**config.mk**
```make
export PLATFORM = sky130hd
export DESIGN_NAME = stream_separator_splitter_unit
export DESIGN_NICKNAME = d
export VERILOG_FILES = /design/src/rtl/ssplit_pkg.sv /design/src/rtl/ssplit_cell.sv /design/src/rtl/ssplit_obuf.sv /design/src/rtl/stream_separator_splitter_unit.sv
export VERILOG_INCLUDE_DIRS = /design/src /design/src/rtl
export SDC_FILE = /design/constraint.sdc
export NUM_CORES = 1
export LEC_CHECK = 0
export ABC_AREA = 1
export BUFFER_PORTS_ARGS = -buffer_cell sky130_fd_sc_hd__buf_2
export CAP_MARGIN = 20
export CORE_ASPECT_RATIO = 2
export CORE_UTILIZATION = 56
export CTS_CLUSTER_SIZE = 20
export DETAILED_ROUTE_END_ITERATION = 7
export PLACE_DENSITY_LB_ADDON = 0.08
export SYNTH_ARGS = -nofsm -noshare
export SYNTH_HDL_FRONTEND = slang
export SYNTH_SLANG_ARGS = --single-unit
```
**constraint.sdc**
```tcl
create_clock -name clk_i -period 3.7 [get_ports clk_i]
set_input_delay 0.37 -clock clk_i [delete_from_list [all_inputs] [get_ports clk_i]]
set_output_delay 0.37 -clock clk_i [all_outputs]
set_load 0.02 [all_outputs]
```
**src/rtl/assert_macros.svh**
```systemverilog
// assertion macros used by the splitter rtl
`ifndef ASSERT_MACROS_SVH
`define ASSERT_MACROS_SVH

// property must hold at every clock edge outside reset
`define ASSERT_AT(label, clk, rst_n, prop, msg) \
  label: assert property (@(posedge clk) disable iff (!rst_n) prop) else $error(msg);

// expression must never be true outside reset
`define ASSERT_NEVER(label, clk, rst_n, expr, msg) \
  `ASSERT_AT(label, clk, rst_n, !(expr), msg)

`endif

```
**src/rtl/ssplit_pkg.sv**
```systemverilog
// types, register indexes and byte helpers for the separator splitter
`default_nettype none

package ssplit_pkg;

  localparam int unsigned CFG_IDX_W = 3;

  localparam logic [CFG_IDX_W-1:0] CFG_SEP_BYTES = 3'd0;
  localparam logic [CFG_IDX_W-1:0] CFG_SEP_LEN   = 3'd1;
  localparam logic [CFG_IDX_W-1:0] CFG_IGN_CASE  = 3'd2;
  localparam logic [CFG_IDX_W-1:0] CFG_KEEP_SEP  = 3'd3;
  localparam logic [CFG_IDX_W-1:0] CFG_LIMIT     = 3'd4;

  localparam logic [7:0] ASCII_UPPER_A = 8'h41;
  localparam logic [7:0] ASCII_UPPER_Z = 8'h5A;
  localparam logic [7:0] ASCII_CASE_OFS = 8'h20;

  // per-cell window control
  typedef struct packed {
    logic shift;
    logic load;
  } cell_ctl_t;

  // one result word
  typedef struct packed {
    logic [7:0] data;
    logic       data_valid;
    logic       piece_end;
    logic       string_done;
    logic       run_last;
  } res_t;

  function automatic logic [7:0] fold_byte(logic [7:0] c, logic ign_case);
    logic [7:0] r;
    r = c;
    if (ign_case && (c inside {[ASCII_UPPER_A:ASCII_UPPER_Z]})) begin
      r = c + ASCII_CASE_OFS;
    end
    return r;
  endfunction

endpackage

`default_nettype wire

```
**src/rtl/ssplit_cell.sv**
```systemverilog
// one window cell: holds a byte, shifts toward the head, compares its next byte
`default_nettype none

module ssplit_cell (
  input  var logic                 clk_i,
  input  var logic                 rst_ni,
  input  var ssplit_pkg::cell_ctl_t ctl_i,
  input  var logic [7:0]           nbr_byte_i,
  input  var logic [7:0]           new_byte_i,
  input  var logic [7:0]           sep_byte_i,
  input  var logic                 ign_case_i,
  output logic [7:0]               byte_o,
  output logic                     match_o
);

  logic [7:0] byte_q;
  logic [7:0] byte_d;

  always_comb begin
    byte_d = byte_q;
    if (ctl_i.load) begin
      byte_d = new_byte_i;
    end else if (ctl_i.shift) begin
      byte_d = nbr_byte_i;
    end
  end

  always_ff @(posedge clk_i or negedge rst_ni) begin
    if (!rst_ni) begin
      byte_q <= '0;
    end else begin
      byte_q <= byte_d;
    end
  end

  // compare against the byte this cell holds after the current step
  assign match_o = (ssplit_pkg::fold_byte(byte_d, ign_case_i) ==
                    ssplit_pkg::fold_byte(sep_byte_i, ign_case_i));
  assign byte_o  = byte_q;

endmodule

`default_nettype wire

```
**src/rtl/ssplit_obuf.sv**
```systemverilog
// two-word result buffer between the window engine and the output channel
`default_nettype none

module ssplit_obuf (
  input  var logic              clk_i,
  input  var logic              rst_ni,
  input  var logic              push_i,
  input  var ssplit_pkg::res_t  res_i,
  output logic                  full_o,
  output logic                  out_valid_o,
  input  var logic              out_ready_i,
  output ssplit_pkg::res_t      res_o
);

  ssplit_pkg::res_t ent_q [2];
  logic       wr_ptr_q;
  logic       rd_ptr_q;
  logic [1:0] cnt_q;
  logic       pop;

  assign pop         = out_valid_o && out_ready_i;
  assign out_valid_o = (cnt_q != 2'd0);
  assign full_o      = (cnt_q == 2'd2);
  assign res_o       = ent_q[rd_ptr_q];

  always_ff @(posedge clk_i) begin
    if (push_i) begin
      ent_q[wr_ptr_q] <= res_i;
    end
  end

  always_ff @(posedge clk_i or negedge rst_ni) begin
    if (!rst_ni) begin
      wr_ptr_q <= 1'b0;
      rd_ptr_q <= 1'b0;
      cnt_q    <= 2'd0;
    end else begin
      if (push_i) begin
        wr_ptr_q <= ~wr_ptr_q;
      end
      if (pop) begin
        rd_ptr_q <= ~rd_ptr_q;
      end
      if (push_i && !pop) begin
        cnt_q <= cnt_q + 2'd1;
      end else if (pop && !push_i) begin
        cnt_q <= cnt_q - 2'd1;
      end
    end
  end

endmodule

`default_nettype wire

```
**src/rtl/stream_separator_splitter_unit.sv**
```systemverilog
// splits a byte stream into pieces at each occurrence of a separator
// output: result words are registered in the result buffer and offered from it
// throughput: at most one result word per step, so one byte per cycle while each
//   byte pushes one out and the result buffer is not full; a string end flushes
//   the window one byte per step (a match if kept), then pushes the piece end
// reset: window, fill, piece count, result buffer and registers return to defaults
`default_nettype none
`include "assert_macros.svh"

module stream_separator_splitter_unit #(
  parameter int unsigned MAX_SEPARATOR = 8,
  parameter int unsigned COUNT_WIDTH   = 16
) (
  input  var logic                             clk_i,
  input  var logic                             rst_ni,
  input  var logic                             cfg_valid_i,
  output logic                                 cfg_ready_o,
  input  var logic [ssplit_pkg::CFG_IDX_W-1:0] cfg_index_i,
  input  var logic [63:0]                      cfg_data_i,
  input  var logic                             in_valid_i,
  output logic                                 in_ready_o,
  input  var logic [7:0]                       data_byte_i,
  input  var logic                             byte_present_i,
  input  var logic                             string_end_i,
  output logic                                 out_valid_o,
  input  var logic                             out_ready_i,
  output logic [7:0]                           out_byte_o,
  output logic                                 out_byte_valid_o,
  output logic                                 piece_end_o,
  output logic                                 string_done_o,
  output logic                                 run_last_o
);

  localparam int unsigned FW    = $clog2(MAX_SEPARATOR + 1);
  localparam int unsigned SEP_W = MAX_SEPARATOR * 8;
  localparam int unsigned CMP_W = 33;

  localparam logic [1:0] PH_INS   = 2'd0;
  localparam logic [1:0] PH_MATCH = 2'd1;
  localparam logic [1:0] PH_END   = 2'd2;

  // configuration
  logic [SEP_W-1:0]       sep_q;
  logic [3:0]             len_q;
  logic                   ign_case_q;
  logic                   keep_q;
  logic [15:0]            lim_q;

  // engine state
  logic [FW-1:0]          fill_q, fill_d;
  logic [COUNT_WIDTH-1:0] pieces_q, pieces_d;
  logic                   busy_q, busy_d;
  logic [1:0]             phase_q, phase_d;
  logic [7:0]             byte_q;
  logic                   end_q;

  logic [FW-1:0]          eff_len;
  logic                   accept;
  logic                   buf_full;
  logic                   op_act;
  logic                   op_nop;
  logic [1:0]             op_phase;
  logic [7:0]             op_byte;
  logic                   op_end;
  logic                   do_shift;
  logic                   do_load;
  logic [FW-1:0]          load_idx;
  logic                   match_en;
  logic                   win_match;
  logic                   push;
  ssplit_pkg::res_t       res;
  ssplit_pkg::res_t       out_res;

  logic [7:0]             cell_byte  [MAX_SEPARATOR];
  logic [MAX_SEPARATOR-1:0] cell_match;

  assign cfg_ready_o = 1'b1;

  always_ff @(posedge clk_i or negedge rst_ni) begin
    if (!rst_ni) begin
      sep_q      <= '0;
      len_q      <= 4'd1;
      ign_case_q <= 1'b0;
      keep_q     <= 1'b0;
      lim_q      <= '0;
    end else if (cfg_valid_i) begin
      case (cfg_index_i)
        ssplit_pkg::CFG_SEP_BYTES: sep_q      <= cfg_data_i[SEP_W-1:0];
        ssplit_pkg::CFG_SEP_LEN:   len_q      <= cfg_data_i[3:0];
        ssplit_pkg::CFG_IGN_CASE:  ign_case_q <= cfg_data_i[0];
        ssplit_pkg::CFG_KEEP_SEP:  keep_q     <= cfg_data_i[0];
        ssplit_pkg::CFG_LIMIT:     lim_q      <= cfg_data_i[15:0];
        default: ;
      endcase
    end
  end

  // separator length clamped to 1..MAX_SEPARATOR
  always_comb begin
    if (len_q == 4'd0) begin
      eff_len = FW'(1);
    end else if (len_q > 4'(MAX_SEPARATOR)) begin
      eff_len = FW'(MAX_SEPARATOR);
    end else begin
      eff_len = len_q[FW-1:0];
    end
  end

  assign match_en = (lim_q == 16'd0) ||
                    (CMP_W'(pieces_q) < (CMP_W'(lim_q) - CMP_W'(1)));

  // current step comes from the held word or straight from the input
  assign in_ready_o = !busy_q && !buf_full;
  assign accept     = in_valid_i && in_ready_o;
  assign op_act     = busy_q ? !buf_full : accept;
  assign op_nop     = !busy_q && !byte_present_i && !string_end_i;
  assign op_phase   = busy_q ? phase_q : (byte_present_i ? PH_INS : PH_END);
  assign op_byte    = busy_q ? byte_q : data_byte_i;
  assign op_end     = busy_q ? end_q : string_end_i;

  // window control
  always_comb begin
    do_shift = 1'b0;
    do_load  = 1'b0;
    load_idx = fill_q;
    if (op_act && !op_nop) begin
      case (op_phase)
        PH_INS: begin
          do_shift = (fill_q >= eff_len);
          do_load  = (fill_q <= eff_len);
          if (fill_q == eff_len) begin
            load_idx = fill_q - FW'(1);
          end
        end
        PH_MATCH: do_shift = keep_q && (fill_q != '0);
        PH_END:   do_shift = (fill_q != '0);
        default: ;
      endcase
    end
  end

  for (genvar i = 0; i < MAX_SEPARATOR; i++) begin : g_cell
    ssplit_pkg::cell_ctl_t ctl;
    logic [7:0]            nbr;

    assign ctl.shift = do_shift;
    assign ctl.load  = do_load && (load_idx == FW'(i));

    if (i == MAX_SEPARATOR - 1) begin : g_tail
      assign nbr = 8'h00;
    end else begin : g_body
      assign nbr = cell_byte[i+1];
    end

    ssplit_cell u_cell (
      .clk_i      (clk_i),
      .rst_ni     (rst_ni),
      .ctl_i      (ctl),
      .nbr_byte_i (nbr),
      .new_byte_i (op_byte),
      .sep_byte_i (sep_q[8*i +: 8]),
      .ign_case_i (ign_case_q),
      .byte_o     (cell_byte[i]),
      .match_o    (cell_match[i])
    );
  end

  // cells past the separator length do not take part
  always_comb begin
    win_match = 1'b1;
    for (int i = 0; i < MAX_SEPARATOR; i++) begin
      if ((FW'(i) < eff_len) && !cell_match[i]) begin
        win_match = 1'b0;
      end
    end
  end

  // step sequencer
  always_comb begin
    logic hit;
    hit      = 1'b0;
    push     = 1'b0;
    res      = '0;
    fill_d   = fill_q;
    pieces_d = pieces_q;
    busy_d   = busy_q;
    phase_d  = phase_q;
    if (op_act && !op_nop) begin
      case (op_phase)
        PH_INS: begin
          if (fill_q > eff_len) begin
            // length was lowered: drain oldest bytes first
            push            = 1'b1;
            res.data        = cell_byte[0];
            res.data_valid  = 1'b1;
            fill_d          = fill_q - FW'(1);
            busy_d          = 1'b1;
            phase_d         = PH_INS;
          end else begin
            if (fill_q != eff_len) begin
              fill_d = fill_q + FW'(1);
            end
            hit = (fill_d == eff_len) && match_en && win_match;
            if (fill_q == eff_len) begin
              push           = 1'b1;
              res.data       = cell_byte[0];
              res.data_valid = 1'b1;
              res.run_last   = !hit && !op_end;
            end
            busy_d  = hit || op_end;
            phase_d = hit ? PH_MATCH : PH_END;
          end
        end
        PH_MATCH: begin
          push = 1'b1;
          if (keep_q && (fill_q != '0)) begin
            res.data       = cell_byte[0];
            res.data_valid = 1'b1;
            fill_d         = fill_q - FW'(1);
          end else begin
            res.piece_end = 1'b1;
            res.run_last  = !op_end;
            fill_d        = '0;
            if (pieces_q != {COUNT_WIDTH{1'b1}}) begin
              pieces_d = pieces_q + COUNT_WIDTH'(1);
            end
            busy_d  = op_end;
            phase_d = PH_END;
          end
        end
        PH_END: begin
          push = 1'b1;
          if (fill_q != '0) begin
            res.data       = cell_byte[0];
            res.data_valid = 1'b1;
            fill_d         = fill_q - FW'(1);
            busy_d         = 1'b1;
            phase_d        = PH_END;
          end else begin
            res.piece_end   = 1'b1;
            res.string_done = 1'b1;
            res.run_last    = 1'b1;
            pieces_d        = '0;
            busy_d          = 1'b0;
          end
        end
        default: ;
      endcase
    end
  end

  always_ff @(posedge clk_i or negedge rst_ni) begin
    if (!rst_ni) begin
      fill_q   <= '0;
      pieces_q <= '0;
      busy_q   <= 1'b0;
      phase_q  <= PH_INS;
    end else begin
      fill_q   <= fill_d;
      pieces_q <= pieces_d;
      busy_q   <= busy_d;
      phase_q  <= phase_d;
    end
  end

  always_ff @(posedge clk_i) begin
    if (accept) begin
      byte_q <= data_byte_i;
      end_q  <= string_end_i;
    end
  end

  ssplit_obuf u_obuf (
    .clk_i       (clk_i),
    .rst_ni      (rst_ni),
    .push_i      (push),
    .res_i       (res),
    .full_o      (buf_full),
    .out_valid_o (out_valid_o),
    .out_ready_i (out_ready_i),
    .res_o       (out_res)
  );

  assign out_byte_o       = out_res.data;
  assign out_byte_valid_o = out_res.data_valid;
  assign piece_end_o      = out_res.piece_end;
  assign string_done_o    = out_res.string_done;
  assign run_last_o       = out_res.run_last;

  `ASSERT_NEVER(a_push_into_full, clk_i, rst_ni, push && buf_full,
                "result word pushed into full buffer")
  `ASSERT_NEVER(a_fill_range, clk_i, rst_ni, fill_q > FW'(MAX_SEPARATOR),
                "window fill beyond cell count")
  `ASSERT_AT(a_done_clears, clk_i, rst_ni,
             (push && res.string_done) |=> ((fill_q == '0) && (pieces_q == '0) && !busy_q),
             "string end did not clear window state")
  `ASSERT_NEVER(a_accept_while_busy, clk_i, rst_ni, accept && busy_q,
                "word accepted while previous one still in work")

endmodule

`default_nettype wire

```
Word level (Yosys, flattened, before mapping)

Memory sizes are Yosys's and may differ from the RTL's.
Cells that the tools add are included.

Register bits after elaboration: 186
Memory bits (writable): 24
Input port bits: 82
Output and inout bits: 15
Logic and storage cells: 318
Memories kept: 1

Memories:

| name         | depth | bits a word | rd ports | clocked after memory_dff | write ports | RTL line          | RTL |
|---|---|---|---|---|---|---|---|
| u_obuf.ent_q | 2     | 12          | 1        | 0                        | 1           | ssplit_obuf.sv:15 | `ssplit_pkg::res_t ent_q [2];` |

Equality and inequality tests: 30
Add/sub/neg operators: 22
Mux-type cells: 97
Reduce and logical (&&, ||, !) cells: 99
Bitwise gates (word level): 2
Order comparisons: 45

Operators with widths:

| operator              | number |
|---|---|
| $mux 8                | 33 |
| $add 8x6->8 const B   | 16 |
| $ge 8x7->1 const B    | 16 |
| $le 8x7->1 const B    | 16 |
| $eq 8x8->1            | 8 |
| $logic_and 1x1->1     | 60 |
| $mux 16               | 3 |
| $mux 4                | 12 |
| $mux 9                | 4 |
| $lt 16x33->1          | 1 |
| $pmux 16 s2           | 1 |
| $pmux 9 s3            | 1 |
| $mux 1                | 26 |
| $logic_not 1->1       | 17 |
| $sub 16x1->17 const B | 1 |
| $add 16x1->16 const B | 1 |
| $eq 4x3->1 const B    | 4 |
| $logic_not 16->1      | 1 |
| $lt 3x4->1 const A    | 4 |
| $mux 2                | 8 |
| $ne 16x16->1 const B  | 1 |
| $mux 12               | 1 |
| $pmux 4 s3            | 1 |
| $reduce_and 2->1      | 5 |
| 36 further kinds      | 54 |

Longest topological paths before layout

Depth in word-level cells: 32
Depth in mapped cells: 34
Depth with buffers taken out: 33

By module

From an unflattened synthesis, not the netlist that was laid out.

Cells, all modules: 2027
Area, all modules: 14692.8 um^2

By module, submodules not included:

| module                         | cells each | area each (um^2) | times used | sequential area each (um^2) |
|---|---|---|---|---|
| ssplit_cell                    | 154        | 888.4            | 8          | 200.2 |
| stream_separator_splitter_unit | 705        | 6492.5           | 1          | 2999.1 |
| ssplit_obuf                    | 90         | 1093.5           | 1          | 820.8 |

Worst setup path after synthesis

Ideal clock, no wire load.

Path type: register to register
Start point: reg len_q[0]
End point: mem u_obuf.ent_q[0][0] (netlist name), data pin
Clock period less this slack: 3.656 ns
Stages on the path, launching flop included: 32
Setup slack: 0.044 ns
Library setup time: 0.266 ns
Buffers on the path: 1
Required time: 3.434 ns
Arrival time: 3.390 ns
Cell sequence: dfstp_2 inv_1 o21ai_0 ha_1 nand2_1 inv_1 nand2_2 nor2_2 nand2_4 nand2_1 nand2_1 nand2_4 nor2_8 nand2_2 buf_2 nand2_1 o21ai_1 inv_1 ha_1 inv_1 nand3_1 nand2_1 nand2_1 nand2_1 inv_1 nand2_1 nand2_1 nand2_1 nor2_1 nand2_2 nand2_1 a21oi_1

RTL lines:

| what                   | RTL line                             | RTL |
|---|---|---|
| from (decl)            | stream_separator_splitter_unit.sv:44 | `logic [3:0] len_q;` |
| from (signal assigned) | stream_separator_splitter_unit.sv:89 | `ssplit_pkg::CFG_SEP_LEN: len_q <= cfg_data_i[3:0];` |
| to (decl)              | ssplit_obuf.sv:15                    |  |

==> flow_summary.toml <==
[placement]
dp_slack_ns = -0.469
gp_congestion = 0.951
io_buffer_count = 95
place_inst = 2338
dp_hpwl_um = 30000

[yosys]
yosysWarnings = 0
netlist_top_cells_count = "nand2_1, inv_1, dfrtp_1"
synth_mux_area_share_pct = 1.76
syn-cell-area_sq_um = 13400
synthesis.nets = 1956
yosysMostFrequentCell = "nand2_1"
synth_area_leaders = "dfrtp_1, nand2_1, edfxtp_1"
synthXorXnorAreaFrac_pct = 3.52
synth-edff-count = 33
syn_area_per_cell_sq_um = 7.33
yosys.area_share.adder_pct = 4.01
postSynthRegisterBits = 210
synth_cell_types = 49
synth_ff_type = "dfrtp_1"
yosys.area_share.simple_pct = 33.0
synth_seq_area_share_pct = 40.4
synth_compound_area_share_pct = 8.42
async_reset_ff_share_pct = 84.3
synth_top_family_by_area = "simple AND/OR/NAND/NOR gates"
synth.top_cell.area_share_pct = 32.8
syn_inst = 1831
yosysTopAreaCell = "dfrtp_1"

[clock_network]
clock-sinks = 210
clk_latency_ns = 0.53
h-tree-depth = 1
cts_tree = "done"
cts_root_buffer = "clkbuf_16"
clk_pin_slew_ns = 0.07
cts_buffers = 21
clk_path_buf_depth = 3

[finish]
drive_gt1_share_pct = 25.2
utilization_pct = 72.9
nets = 2234
nFillCells = 1911
areaGrowthSynthToFinish_pct = 27.2
fin_cells = 2406
num_antenna_cells = 0

[die]
boundaryPins = 97
start_util_pct = 57.3
die_height_um = 221
dieWidth_um = 111
coreArea_sq_um = 23400
die_area_sq_um = 24600
num_rows = 79

[setup_path]
cp_max_fo = 5
worstPathRequired_ns = 3.96
crit_type = "flip-flop to flip-flop"
endpoint_kind = "flip-flop"
arrival_ns = 4.17
cp_top_family = "simple AND/OR/NAND/NOR gates"
crit_path_max_incr_delay_ns = 0.45
cpMaxStageDelayCell = "dfrtp_2"
worst_setup_path_start_kind = "flip-flop"
crit_top_cell = "nand2_2"
cp_num_buf_inv = 6

[global_routing]
grt_max_degree = 104
grt_pass1_vias = 13200
grt-ovfl-total = 0
grt_usage_pct = 33.0
grt_pass1_wl_um = 64300
grt_antenna_before_repair = 0

[drt]
dr.pass1.iters = 8
route.detailed.drc = 10
ant_nets = 0
viasPerCell = 5.44
dr.first_iter.drc_count = 811
drt_wl_total_um = 40000
vias = 13100
wl_per_cell_um = 16.6

[power_and_ir_drop]
total_leakage_power_nw = 8.80
power_density_nw_per_um2 = 920
vdd_drop_max_uv = 520

[timing]
finClkSkew_ns = 0.0190
relSlewSlack_pct = 39.7
hold_ws_ns = 0.0452
max_freq_mhz = 255
min_period_over_period_pct = 106
slew_viol_final = 0
fin_ws_ns = -0.215
setup-violations-final = 5
rsz0062_at_grt = "yes"
worstMarginPinSlew_ns = 0.905
tns_ns = -0.974
hold_viol_final = 0
fin_crit_ns = 3.92

[hold_path]
hp-class = "primary input to flip-flop"

[outcome]
violations = "design-rule violations, negative setup slack"
status = "complete, but fails checks"

[job]
cap_violations = 0
==> cells by family (layout without fill, tap and decap cells) <==
family,after synthesis,in the layout
buffers and inverters,299,590
other,1,1
AOI/OAI and AO/OA,209,209
adders and majority gates,43,43
xor gates and xnor gates,54,54
muxes,21,21
DFF,210,210
and+or+nand+nor,994,995
==> power breakdown <==
part	internal (mW)	leakage, nW	switching [mW]
Combinational	3.91	5.99	5.82
Clock	1.36	0.354	0.949
Sequential	3.15	2.46	0.520
Total	8.42	8.80	7.29
==> stage by stage <==
stage	area, sq um	total power, mW
final	17100	15.7
after global routing	17100	16.9
after floorplan	13400	8.91
after CTS	16600	15.1
after global placement	15500	12.2
after detailed placement	15500	12.4
==> layer usage <==
layer | share of wire (%) | up-vias | track usage (%)
met5 | 0 | - | 0
li1 | - | 6434 | -
met2 | 53 | 387 | 62.5
met3 | 4.7 | 159 | 3.83
met1 | 36 | 6111 | 33.9
met4 | 6.8 | 0 | 20.5
==> final timing paths <==
| path | start | to | slack [ns] | cells past startpoint |
|---|---|---|---|---|
| worst max-delay path | len_q[3] | u_obuf.ent_q[0][0] | -0.22 | 31 |
| worst min-delay path | data_byte_i[5] | byte_q[5] | 0.05 | 1 |
| worst max register to register | len_q[3] | u_obuf.ent_q[0][0] | -0.22 | 31 |
| worst min register to register | u_obuf.cnt_q[0] | u_obuf.cnt_q[0] | 0.48 | 1 |
| max in group asynchronous | rst_ni | g_cell[7].u_cell.byte_o[2] | 2.36 | 3 |
| min in group asynchronous | rst_ni | u_obuf.rd_ptr_q | 0.50 | 2 |
==> layout make-up <==
type | instances | area (sq um) | share of cell area (%)
clock buffers | 25 | 561 | 3.28
clock inverters | 12 | 155 | 0.908
inverters | 253 | 957 | 5.60
multi-input cells | 1323 | 7340 | 43.0
flip-flops and latches | 210 | 5420 | 31.8
well taps | 283 | 354 | 2.07
repair buffers | 300 | 2280 | 13.4
==> cells in the final DEF (no fill, tap or decap), types with 5 or more instances in the layout <==
master     Yosys  final
clkinv_1       1      5
nor3_1        25     25
nor2_2         8     19
nand3_1      157    142
a21oi_1       55     52
o21ai_0      111    106
nor2_1       152    134
xor2_1        41     40
mux2_2        21     21
xnor2_1       13     13
edfxtp_1      33     33
o21ai_2        5      9
o21ai_4        0      8
inv_1        248    242
buf_2         17     94
ha_1          43     42
nand3_2        6     19
nand3b_1      12     12
buf_6          4     12
buf_4          4    176
nand2_2       14     50
clkbuf_16      0     23
inv_2          4      9
dfrtp_1      176    174
nand2_4        6     17
nand4_1       37     37
o21ai_1       17     10
nor2_4         8     15
buf_12         0     12
nor4_1        10     10
or2_2         16     16
nand2_1      536    488
==> flip-flops by register name, indices dropped and copies added (netlist names) <==
name,cells
u_obuf.cnt_q,2
byte_q,8
u_obuf.ent_q,24
len_q,4
keep_q,1
fill_q,4
pieces_q,16
g_cell.u_cell.byte_o,64
lim_q,16
ign_case_q,1
u_obuf.rd_ptr_q,1
end_q,1
busy_q,1
u_obuf.wr_ptr_q,1
sep_q,64
phase_q,2
==> what timing repair did <==
item / in CTS / in global routing
pin swaps: 37 / 54
hold buffers: 1 / 0
setup buffers: 11 / 14
endpoints found under the hold margin: 60 / 0
gates resized for setup: 82 / 76
gates cloned: 1 / 2
setup endpoints to repair: 5 / 6
Note: power is estimated with default switching activity, not from simulation.
